`src/rtl/raf_pkg.sv`:
```
// shared constants and widths for the radial alpha falloff unit
package raf_pkg;

	localparam int COORD_W      = 10;
	localparam int SIDE_REG_W   = 11;
	localparam int INV_W        = 24;
	localparam int ALPHA_W      = 8;
	localparam int FRAC_W       = 16;
	localparam int LIN_W        = FRAC_W + 1;
	localparam int SHAPE_STAGES = 5;
	localparam int MAX_SIDE_DEF = 1024;
	localparam int CFG_INDEX_W  = 1;
	localparam int CFG_DATA_W   = 24;
	localparam int IN_TDATA_W   = 24;
	localparam int OUT_TDATA_W  = 8;

	localparam logic [LIN_W-1:0] UNITY = LIN_W'(65536);

	localparam logic [SIDE_REG_W-1:0] SIDE_RESET = SIDE_REG_W'(64);
	localparam logic [INV_W-1:0]      INV_RESET  = INV_W'(185363);

	localparam logic [CFG_INDEX_W-1:0] REG_SIDE_LENGTH      = 1'b0;
	localparam logic [CFG_INDEX_W-1:0] REG_INVERSE_DIAGONAL = 1'b1;

endpackage

```
`src/rtl/radial_alpha_falloff_unit.sv`:
```
// radial alpha falloff unit: alpha byte of a square radial gradient texture per pixel
//
// One pixel coordinate word in, one alpha byte word out, at one word per clock
// sustained while the output is ready. The pipeline is one offset stage, then the
// chain of square-root cells, one root bit per cell, then five shaping stages
// (ratio multiply, linear falloff, two squarings, byte scale). Every stage holds
// its word on a stall and bubbles close up, so the input keeps being taken while
// a result waits at the output, until every stage holds a word.
// side_length is clamped to MAX_SIDE; inverse_diagonal is used as written. Registers
// are to be written only while no word is in flight; the block does not enforce it.
module radial_alpha_falloff_unit #(
	parameter int MAX_SIDE = raf_pkg::MAX_SIDE_DEF
) (
	input  logic                               clk,
	input  logic                               arst_n,
	input  logic                               cfg_we,
	input  logic [raf_pkg::CFG_INDEX_W-1:0]    cfg_index,
	input  logic [raf_pkg::CFG_DATA_W-1:0]     cfg_data,
	input  logic                               s_tvalid,
	output logic                               s_tready,
	input  logic [raf_pkg::IN_TDATA_W-1:0]     s_tdata,   // pixel_x, pixel_y, zero pad
	output logic                               m_tvalid,
	input  logic                               m_tready,
	output logic [raf_pkg::OUT_TDATA_W-1:0]    m_tdata    // alpha
);

	localparam int CW     = raf_pkg::COORD_W;
	localparam int SIDE_W = $clog2(MAX_SIDE + 1);
	localparam int DX_W   = (SIDE_W > CW + 1) ? SIDE_W : CW + 1;
	localparam int SUM_W  = 2 * DX_W + 1;
	localparam int ROOT_W = (SUM_W + raf_pkg::FRAC_W + 1) / 2;
	localparam int OP_W   = 2 * ROOT_W;
	localparam int DEPTH  = 1 + ROOT_W + raf_pkg::SHAPE_STAGES;
	localparam int OCC_W  = $clog2(DEPTH + 1);

	logic [raf_pkg::SIDE_REG_W-1:0] side_length_q;
	logic [raf_pkg::INV_W-1:0]      inverse_diagonal_q;

	always_ff @(posedge clk or negedge arst_n) begin
		if (!arst_n) begin
			side_length_q      <= raf_pkg::SIDE_RESET;
			inverse_diagonal_q <= raf_pkg::INV_RESET;
		end else if (cfg_we) begin
			unique case (cfg_index)
				raf_pkg::REG_SIDE_LENGTH: begin
					side_length_q <= cfg_data[raf_pkg::SIDE_REG_W-1:0];
				end
				raf_pkg::REG_INVERSE_DIAGONAL: begin
					inverse_diagonal_q <= cfg_data[raf_pkg::INV_W-1:0];
				end
			endcase
		end
	end

	// offsets and squared distance
	logic [CW-1:0]    pixel_x;
	logic [CW-1:0]    pixel_y;
	logic [DX_W-1:0]  side_ext;
	logic [DX_W-1:0]  side_eff;
	logic [DX_W-1:0]  x2;
	logic [DX_W-1:0]  y2;
	logic [DX_W-1:0]  dx;
	logic [DX_W-1:0]  dy;
	logic [SUM_W-1:0] sum;

	always_comb begin
		pixel_x  = s_tdata[CW-1:0];
		pixel_y  = s_tdata[2*CW-1:CW];
		side_ext = DX_W'(side_length_q);
		side_eff = (side_ext > DX_W'(MAX_SIDE)) ? DX_W'(MAX_SIDE) : side_ext;
		x2       = DX_W'({pixel_x, 1'b0});
		y2       = DX_W'({pixel_y, 1'b0});
		dx       = (x2 >= side_eff) ? x2 - side_eff : side_eff - x2;
		dy       = (y2 >= side_eff) ? y2 - side_eff : side_eff - y2;
		sum      = SUM_W'(dx) * SUM_W'(dx) + SUM_W'(dy) * SUM_W'(dy);
	end

	logic             v_s1;
	logic [SUM_W-1:0] sum_s1;
	logic             front_ready;

	logic              v_c    [0:ROOT_W];
	logic              r_c    [0:ROOT_W];
	logic [OP_W-1:0]   op_c   [0:ROOT_W];
	logic [ROOT_W:0]   rem_c  [0:ROOT_W];
	logic [ROOT_W-1:0] root_c [0:ROOT_W];

	assign front_ready = !v_s1 || r_c[0];
	assign s_tready    = front_ready;

	always_ff @(posedge clk or negedge arst_n) begin
		if (!arst_n) begin
			v_s1 <= 1'b0;
		end else if (front_ready) begin
			v_s1 <= s_tvalid;
		end
	end

	always_ff @(posedge clk) begin
		if (front_ready) begin
			sum_s1 <= sum;
		end
	end

	// square-root chain on sum scaled by 2^16
	assign v_c[0]    = v_s1;
	assign op_c[0]   = OP_W'({sum_s1, {raf_pkg::FRAC_W{1'b0}}});
	assign rem_c[0]  = '0;
	assign root_c[0] = '0;

	for (genvar i = 0; i < ROOT_W; i++) begin : g_cell
		raf_sqrt_cell #(
			.ROOT_W (ROOT_W)
		) u_cell (
			.clk       (clk),
			.arst_n    (arst_n),
			.in_valid  (v_c[i]),
			.in_ready  (r_c[i]),
			.in_op     (op_c[i]),
			.in_rem    (rem_c[i]),
			.in_root   (root_c[i]),
			.out_valid (v_c[i+1]),
			.out_ready (r_c[i+1]),
			.out_op    (op_c[i+1]),
			.out_rem   (rem_c[i+1]),
			.out_root  (root_c[i+1])
		);
	end

	logic [raf_pkg::ALPHA_W-1:0] alpha;

	raf_shape #(
		.ROOT_W (ROOT_W)
	) u_shape (
		.clk              (clk),
		.arst_n           (arst_n),
		.in_valid         (v_c[ROOT_W]),
		.in_ready         (r_c[ROOT_W]),
		.root             (root_c[ROOT_W]),
		.inverse_diagonal (inverse_diagonal_q),
		.out_valid        (m_tvalid),
		.out_ready        (m_tready),
		.alpha            (alpha)
	);

	assign m_tdata = alpha;

	// words in flight
	logic [OCC_W-1:0] occ_q;

	always_ff @(posedge clk or negedge arst_n) begin
		if (!arst_n) begin
			occ_q <= '0;
		end else begin
			case ({s_tvalid && s_tready, m_tvalid && m_tready})
				2'b10:   occ_q <= occ_q + OCC_W'(1);
				2'b01:   occ_q <= occ_q - OCC_W'(1);
				default: occ_q <= occ_q;
			endcase
		end
	end

	a_occ_bound: assert property (@(posedge clk) disable iff (!arst_n)
		occ_q <= OCC_W'(DEPTH))
		else $error("occupancy above pipeline depth");

	a_stall_full: assert property (@(posedge clk) disable iff (!arst_n)
		!s_tready |-> occ_q == OCC_W'(DEPTH))
		else $error("input stalled with a free stage");

	a_ready_through: assert property (@(posedge clk) disable iff (!arst_n)
		m_tready |-> s_tready)
		else $error("output ready did not reach the input");

	a_empty_quiet: assert property (@(posedge clk) disable iff (!arst_n)
		occ_q == '0 |-> !m_tvalid)
		else $error("word shown with nothing in flight");

endmodule

```
`src/rtl/raf_sqrt_cell.sv`:
```
// one cell of the square-root chain, resolves one root bit per cell
module raf_sqrt_cell #(
	parameter int ROOT_W = 20
) (
	input  logic                  clk,
	input  logic                  arst_n,
	input  logic                  in_valid,
	output logic                  in_ready,
	input  logic [2*ROOT_W-1:0]   in_op,
	input  logic [ROOT_W:0]       in_rem,
	input  logic [ROOT_W-1:0]     in_root,
	output logic                  out_valid,
	input  logic                  out_ready,
	output logic [2*ROOT_W-1:0]   out_op,
	output logic [ROOT_W:0]       out_rem,
	output logic [ROOT_W-1:0]     out_root
);

	logic [ROOT_W+2:0] cur;
	logic [ROOT_W+2:0] trial;
	logic              ge;
	logic [ROOT_W:0]   nrem;
	logic [ROOT_W-1:0] nroot;

	logic                valid_q;
	logic [2*ROOT_W-1:0] op_q;
	logic [ROOT_W:0]     rem_q;
	logic [ROOT_W-1:0]   root_q;

	always_comb begin
		cur   = {in_rem, in_op[2*ROOT_W-1 -: 2]};
		trial = {1'b0, in_root, 2'b01};
		ge    = (cur >= trial);
		nrem  = ge ? (ROOT_W+1)'(cur - trial) : (ROOT_W+1)'(cur);
		nroot = {in_root[ROOT_W-2:0], ge};
	end

	assign in_ready = !valid_q || out_ready;

	always_ff @(posedge clk or negedge arst_n) begin
		if (!arst_n) begin
			valid_q <= 1'b0;
		end else if (in_ready) begin
			valid_q <= in_valid;
		end
	end

	always_ff @(posedge clk) begin
		if (in_ready) begin
			op_q   <= {in_op[2*ROOT_W-3:0], 2'b00};
			rem_q  <= nrem;
			root_q <= nroot;
		end
	end

	assign out_valid = valid_q;
	assign out_op    = op_q;
	assign out_rem   = rem_q;
	assign out_root  = root_q;

endmodule

```
`src/rtl/raf_shape.sv`:
```
// ratio scaling, linear falloff and fourth power shaping to the alpha byte
module raf_shape #(
	parameter int ROOT_W = 20
) (
	input  logic                           clk,
	input  logic                           arst_n,
	input  logic                           in_valid,
	output logic                           in_ready,
	input  logic [ROOT_W-1:0]              root,
	input  logic [raf_pkg::INV_W-1:0]      inverse_diagonal,
	output logic                           out_valid,
	input  logic                           out_ready,
	output logic [raf_pkg::ALPHA_W-1:0]    alpha
);

	localparam int NS     = raf_pkg::SHAPE_STAGES;
	localparam int PROD_W = ROOT_W + raf_pkg::INV_W;
	localparam int RAT_W  = PROD_W - raf_pkg::FRAC_W;
	localparam int LW     = raf_pkg::LIN_W;
	localparam int SQ_W   = 2 * LW;
	localparam int SC_W   = LW + 8;

	logic [NS-1:0] v_q;
	logic [NS-1:0] en;

	logic [PROD_W-1:0]              prod_s1;
	logic [LW-1:0]                  lin_s2;
	logic [LW-1:0]                  sq_s3;
	logic [LW-1:0]                  quad_s4;
	logic [raf_pkg::ALPHA_W-1:0]    alpha_s5;

	logic [RAT_W-1:0] ratio;
	logic [LW-1:0]    lin;
	logic [SQ_W-1:0]  sq_full;
	logic [SQ_W-1:0]  quad_full;
	logic [SC_W-1:0]  scaled;

	always_comb begin
		en[NS-1] = !v_q[NS-1] || out_ready;
		for (int k = NS - 2; k >= 0; k--) begin
			en[k] = !v_q[k] || en[k+1];
		end
	end

	assign in_ready = en[0];

	always_ff @(posedge clk or negedge arst_n) begin
		if (!arst_n) begin
			v_q <= '0;
		end else begin
			if (en[0]) begin
				v_q[0] <= in_valid;
			end
			for (int k = 1; k < NS; k++) begin
				if (en[k]) begin
					v_q[k] <= v_q[k-1];
				end
			end
		end
	end

	always_comb begin
		ratio     = prod_s1[PROD_W-1:raf_pkg::FRAC_W];
		lin       = (ratio >= RAT_W'(raf_pkg::UNITY)) ? '0 : LW'(RAT_W'(raf_pkg::UNITY) - ratio);
		sq_full   = SQ_W'(lin_s2) * SQ_W'(lin_s2);
		quad_full = SQ_W'(sq_s3) * SQ_W'(sq_s3);
		scaled    = (SC_W'(quad_s4) << 8) - SC_W'(quad_s4);
	end

	always_ff @(posedge clk) begin
		if (en[0]) begin
			prod_s1 <= PROD_W'(root) * PROD_W'(inverse_diagonal);
		end
		if (en[1]) begin
			lin_s2 <= lin;
		end
		if (en[2]) begin
			sq_s3 <= sq_full[raf_pkg::FRAC_W +: LW];
		end
		if (en[3]) begin
			quad_s4 <= quad_full[raf_pkg::FRAC_W +: LW];
		end
		if (en[4]) begin
			alpha_s5 <= scaled[raf_pkg::FRAC_W +: raf_pkg::ALPHA_W];
		end
	end

	assign out_valid = v_q[NS-1];
	assign alpha     = alpha_s5;

endmodule

```
`config.mk`:
```
export PLATFORM = sky130hd
export DESIGN_NAME = radial_alpha_falloff_unit
export DESIGN_NICKNAME = d
export VERILOG_FILES = /design/src/rtl/raf_pkg.sv /design/src/rtl/radial_alpha_falloff_unit.sv /design/src/rtl/raf_sqrt_cell.sv /design/src/rtl/raf_shape.sv
export SDC_FILE = /design/constraint.sdc
export NUM_CORES = 2
export LEC_CHECK = 0
export BUFFER_PORTS_ARGS = -buffer_cell sky130_fd_sc_hd__buf_2
export CAP_MARGIN = 10
export CORE_AREA = 2 2 477 479
export CTS_CLUSTER_DIAMETER = 100
export CTS_CLUSTER_SIZE = 16
export DETAILED_ROUTE_END_ITERATION = 6
export DIE_AREA = 0 0 479 481
export GPL_TIMING_DRIVEN = 1
export SYNTH_ARGS = -nofsm -noshare
export SYNTH_HDL_FRONTEND = slang
export SYNTH_SLANG_ARGS = --single-unit
```
`constraint.sdc`:
```
create_clock -name clk -period 12.1 [get_ports clk]
set_clock_uncertainty 0.2 [all_clocks]
set_input_delay 0 -clock clk [delete_from_list [all_inputs] [get_ports clk]]
set_output_delay 0 -clock clk [all_outputs]
set_load 0.05 [all_outputs]
```
Word-level counts from Yosys, hierarchy flattened:

Cells that the tools add are included.

* flip-flop bits (word level): 909
* output and inout port bits: 10

* add/subtract/negate cells: 26
* multiply operators: 5
* order comparisons: 24
* mux-type cells: 22
* bitwise operators: 1
* reductions and logical operators: 54

Operators by type and width (count)
* two-way mux 21 bit: 18
* multiplier 17 x 17 -> 33 bit: 2
* multiplier 11 x 11 -> 22 bit: 2
* multiplier 20 x 24 -> 44 bit: 1
* subtractor 11 bit: 4
* two-way mux 11 bit: 3
* >= comparator 28 x 17 -> 1 bit, second input constant: 1
* logical NOT 1 bit: 26
* logical OR 1 bit: 26
* subtractor 24 x 17 -> 24 bit: 1
* adder 22 x 22 -> 23 bit: 1
* >= comparator 23 x 10 -> 1 bit: 1
* >= comparator 23 x 11 -> 1 bit: 1
* >= comparator 23 x 12 -> 1 bit: 1
* >= comparator 23 x 13 -> 1 bit: 1
* >= comparator 23 x 14 -> 1 bit: 1
* >= comparator 23 x 15 -> 1 bit: 1
* >= comparator 23 x 16 -> 1 bit: 1
* >= comparator 23 x 17 -> 1 bit: 1
* >= comparator 23 x 18 -> 1 bit: 1
* >= comparator 23 x 19 -> 1 bit: 1
* >= comparator 23 x 20 -> 1 bit: 1
* >= comparator 23 x 21 -> 1 bit: 1
* >= comparator 23 x 3 -> 1 bit: 1
* other kinds (32): 34

Longest topological paths before layout:

* depth in word-level cells: 27
* mapped depth: 41
* gate-level depth less buffers: 38

Modules after synthesis:

From an unflattened synthesis, not the netlist that was laid out.

* cell total of the unflattened synthesis: 11093
* area, all modules: 127014.3 um^2

Modules (own cells, without submodules)
* raf_sqrt_cell: times used 20, cells each 321, area each 4120.2 um^2, sequential area each 2397.3 um^2
* raf_shape: times used 1, cells each 3570, area each 33981.3 um^2, sequential area each 2737.6 um^2
* radial_alpha_falloff_unit: times used 1, cells each 1103, area each 10628.9 um^2, sequential area each 1572.8 um^2

Worst setup path after synthesis:

OpenSTA, ideal clock, no wires.

* kind: register to register
* start point: register side_length_q, in the netlist side_ext[10]
* end point: register sum_s1[21] (data pin)
* arrival time: 9.261 ns
* setup slack: 2.380 ns
* stages on the path, launching flop included: 37
* cells stage by stage: dfrtp_1 -> inv_1 -> clkbuf_1 -> nand2_1 -> ha_1 -> fa_1 -> or3_1 -> a31oi_1 -> o21ai_1 -> a21oi_2 -> o21ai_2 -> nand2_1 -> buf_2 -> mux2i_1 -> inv_1 -> or2_2 -> fa_1 -> inv_1 -> fa_1 -> inv_1 -> fa_1 -> inv_1 -> fa_1 -> fa_1 -> fa_1 -> fa_1 -> ha_1 -> o21a_1 -> o21ai_0 -> o21bai_1 -> a211oi_1 -> o21ai_0 -> a31oi_1 -> o21ai_0 -> and2_1 -> o211ai_1 -> xnor2_1

* word-level cells in the longest chain between the ends: 6

Ends and longest elaborated chain
* start: declaration: line radial_alpha_falloff_unit.sv:36 `logic [raf_pkg::SIDE_REG_W-1:0] side_length_q;`
* start signal: assignment: line radial_alpha_falloff_unit.sv:41 `side_length_q <= raf_pkg::SIDE_RESET;`
* start signal: assignment: line radial_alpha_falloff_unit.sv:46 `side_length_q <= cfg_data[raf_pkg::SIDE_REG_W-1:0];`
* greater-than comparator 11 bit: line radial_alpha_falloff_unit.sv:70 `side_eff = (side_ext > DX_W'(MAX_SIDE)) ? DX_W'(MAX_SIDE) : side_ext;`
* two-way mux 11 bit (*): line radial_alpha_falloff_unit.sv:70
* subtractor 11 bit (tied with other cells): line radial_alpha_falloff_unit.sv:73 `dx = (x2 >= side_eff) ? x2 - side_eff : side_eff - x2;`
* two-way mux 11 bit, on equally long branches: line radial_alpha_falloff_unit.sv:73, radial_alpha_falloff_unit.sv:74
* multiplier 11 x 11 -> 22 bit: line radial_alpha_falloff_unit.sv:75 `sum = SUM_W'(dx) * SUM_W'(dx) + SUM_W'(dy) * SUM_W'(dy);`
* adder 22 x 22 -> 23 bit (*): line radial_alpha_falloff_unit.sv:75
* via sum[21]: line radial_alpha_falloff_unit.sv:64 `logic [SUM_W-1:0] sum;`
* end signal: assignment: line radial_alpha_falloff_unit.sv:101 `sum_s1 <= sum;`
* end: declaration: line radial_alpha_falloff_unit.sv:79 `logic [SUM_W-1:0] sum_s1;`

Mark *: on every way through the listed nets, which the timed path passes. The rest lies on a longest branch.
A chain may end at the register's enable or synchronous reset.

Final worst setup path:

Ends and elaborated chain as after synthesis.

==> impl_metrics.yaml <==
run_status:
  status: "complete, no violations"
die:
  dieWidth_um: 479
  core_region_area_mm2: 0.226
  ios: 64
  start_util_pct: 34.7
  row_count: 175
  dieArea_mm2: 0.230
  dieHeight_um: 481
synthesis:
  synth_area_leaders: "edfxtp_1 (31%), fa_1 (24%), ha_1 (11%)"
  synth_xor_area_share_pct: 4.22
  yosys_warnings: 0
  synth_ff_type: "edfxtp_1"
  yosysTopAreaCell: "edfxtp_1"
  synth_nets: 9109
  synth_top_family_by_area: "adder cells"
  synth_edf_count: 799
  synth_compound_area_share_pct: 6.32
  yosys.cell_types.count: 90
  syn_inst: 7388
  syn_area_mm2: 0.0783
  async_flop_share_pct: 7.09
  synth_seq_area_share_pct: 32.6
  yosys.area_share.simple_pct: 11.8
  synth.ff_latch_count: 860
  synthMuxAreaShare_pct: 1.31
  synth_fa_ha_area_share_pct: 35.7
  synth_area_per_cell_um2: 10.6
  synthDominantCellAreaShare_pct: 30.6
timing:
  setup_tns_ns: 0
  slew_headroom_pct: 20.4
  slew_viol_final: 0
  rsz0062_at_grt: "no"
  fin_crit_ns: 11.05
  hold_viol_final: 0
  clock.fmax_ghz: 0.0905
  finalCritPeriodShare_pct: 91.4
  worstMarginPinSlew_ns: 1.19
  fin_ws_ns: 1.05
  setup_violations: 0
worst_setup_path:
  cp_max_fo: 12
  critical_path_class: "reg2reg"
  crit_buf_inv: 6
  critPathSlowestCell: "xor2_1"
  critPathLaunchType: "register"
  critPathMaxStageDelay_ns: 0.66
  crit_arrival_ns: 11.27
  worstReg2RegStart: "side_ext[10]"
  worst_ep_required_time_ns: 12.32
  cp_common_cell: "fa_1"
  worstSetupStartpoint: "side_ext[10]"
  cp-end-kind: "register"
  cp_top_family: "adder cells"
detailed_routing:
  wl_met1_um: 71200
  dr_wl_met2_um: 81200
  drc: 0
  maxUsedRoutingLayer: "met4"
  drt-total-wl_um: 164000
  drt-vias-per-instance: 4.74
  met3WireLength_um: 6880
  vias: 49700
  postRouteAntennaNets: 0
  wire_per_inst_um: 15.6
  drt_pass1_iterations: 5
  drt_iter0_drc: 2390
min_path:
  hp-class: "in2reg"
  min_from: "cfg_data[7]"
place:
  pre_cts_ws_ns: 1.14
  gp_congestion: 0.853
  dp_cells: 10300
  dpl.hpwl_um: 130000
  portBuffers: 59
run:
  cap_violations: 0
clock_network:
  cts_made_buffers: 67
  clk_pin_slew_ns: 0.07
  cts-root-buf: "clkbuf_16"
  cts.sinks: 860
  cts_max_level: 3
  cts_tree: "done"
  insertion_delay_ns: 0.67
  cts_setup_buffers: 0
  cts_max_path_buffers: 3
global_routing:
  grt_first_pass_wirelength_um: 278000
  antenna_found_initial: 11
  grt.total_usage_pct: 14.8
  grt_overflow_total: 0
  grt_max_degree: 53
  grt_pass1_vias: 54300
final_layout:
  instances_no_fill: 10500
  nNetsFinal: 9158
  layout-drive-gt1-share_pct: 4.94
  area_growth_pct: 8.05
## through the flow
stage	instance area, µm²	util, %	hold WS [ns]
finish	84600	37.5	0.0515
global route	84600	37.5	0.0383
CTS	84600	37.5	0.00356
detailed placement	82200	36.4	0.0318
global placement	82200	36.4	0.0188
floorplan	78300	-	-0.496
## flip-flops by register name (all words and copies together) (netlist names)
name,flops
g_cell.u_cell.out_op,121
g_cell.u_cell.out_rem,360
g_cell.u_cell.out_root,209
g_cell.u_cell.out_valid,20
inverse_diagonal_q,24
side_ext,11
sum_s1,22
u_shape.alpha,8
u_shape.lin_s2,17
u_shape.prod_s1,28
u_shape.quad_s4,17
u_shape.sq_s3,17
u_shape.v_q,5
v_s1,1
## path summary, 6_finish.rpt
kind / endpoint / slack, ns / depth (start not counted)
max in group asynchronous: g_cell[2].u_cell.out_valid / 11.00 / 4
worst min register to register: g_cell[1].u_cell.out_op[23] / 0.21 / 0
worst max-delay path: sum_s1[21] / 1.05 / 36
worst min-delay path: side_ext[7] / 0.05 / 3
worst max register to register: sum_s1[21] / 1.05 / 36
min in group asynchronous: inverse_diagonal_q[15] / 0.31 / 3
## cell usage in the layout (no fill, tap or decap), drive strengths merged, types with 9 or more instances in the layout
cell type and count:
o211ai 10, xor2 151, and3 24, nor2 335, and2 290, mux2i 18, nand2b 90, dfrtp 52
xnor2 221, nor2b 51, a31oi 16, or4 18, or3 31, a21o 106, a211oi 20, o21bai 37
mux2 75, nand3 70, o21ai 243, fa 947, inv 1492, buf 125, or2 35, dlygate4sd3 45
nand4 26, nand2 778, edfxtp 799, dfstp 9, nor3 101, o31ai 32, nand3b 14, nor4 43
ha 720, a21boi 19, clkbuf 87, a21oi 187, o21a 54
## layout make-up
class                      count  area, µm²
inverter                    1488       5590
clock buffer                  87       1800
clock inverter                12        170
antenna                        1       2.50
tap                         3009       3760
sequential                   860      25500
timing repair buffer         170       1260
multi-input combinational   4850      46500
fill                       21900     141000
## per-layer routing
layer / vias up / global-route usage (%)
met3: 213 / 2.00
li1: 23800 / -
met1: 24800 / 19.0
met2: 884 / 26.2
met5: - / 0
met4: 0 / 4.00
## cell families (layout without fill, tap and decap cells)
logic type	Yosys count	count (layout)
AOI/OAI and AO/OA	787	787
and+or+nand+nor	1930	1930
xor gates and xnor gates	372	372
other	1	2
buffers and inverters	1678	1757
muxes	93	93
DFF	860	860
adders and majority gates	1667	1667
## what timing repair did
action                                 in CTS  in global routing
hold buffers                               46                  0
endpoints found under the hold margin      98                  0
gates resized for setup                     0                  0
## synth_stat cells, types with 10 or more instances
library cell     n
nor2_1         333
a21o_1         106
mux2i_1         18
clkbuf_1       170
a21oi_1        185
xor2_1         149
o21ai_0        227
dfrtp_1         52
ha_1           720
o211ai_1        10
or3_1           31
nand4_1         26
and3_1          24
buf_2           13
inv_2           12
or4_1           18
mux2_2          74
fa_1           947
nor2b_1         51
nand2_1        778
xnor2_1        217
inv_1         1474
a21boi_0        18
o21a_1          54
o31ai_1         32
a211oi_1        20
o21bai_1        37
or2_2           32
nor3_1         100
edfxtp_1       799
and2_1         290
nand2b_1        90
a31oi_1         16
nand3_1         69
nand3b_1        14
nor4_1          40
o21ai_1         15
## worst min-delay path, cell delays in order
cell	delay [ns]
dlygate4sd3_1	0.52
buf_2	0.19
mux2_2	0.17
Power is left out: the tool's default activity adds up to more than one toggle a clock period on the data nets, which glitch-free logic cannot reach.
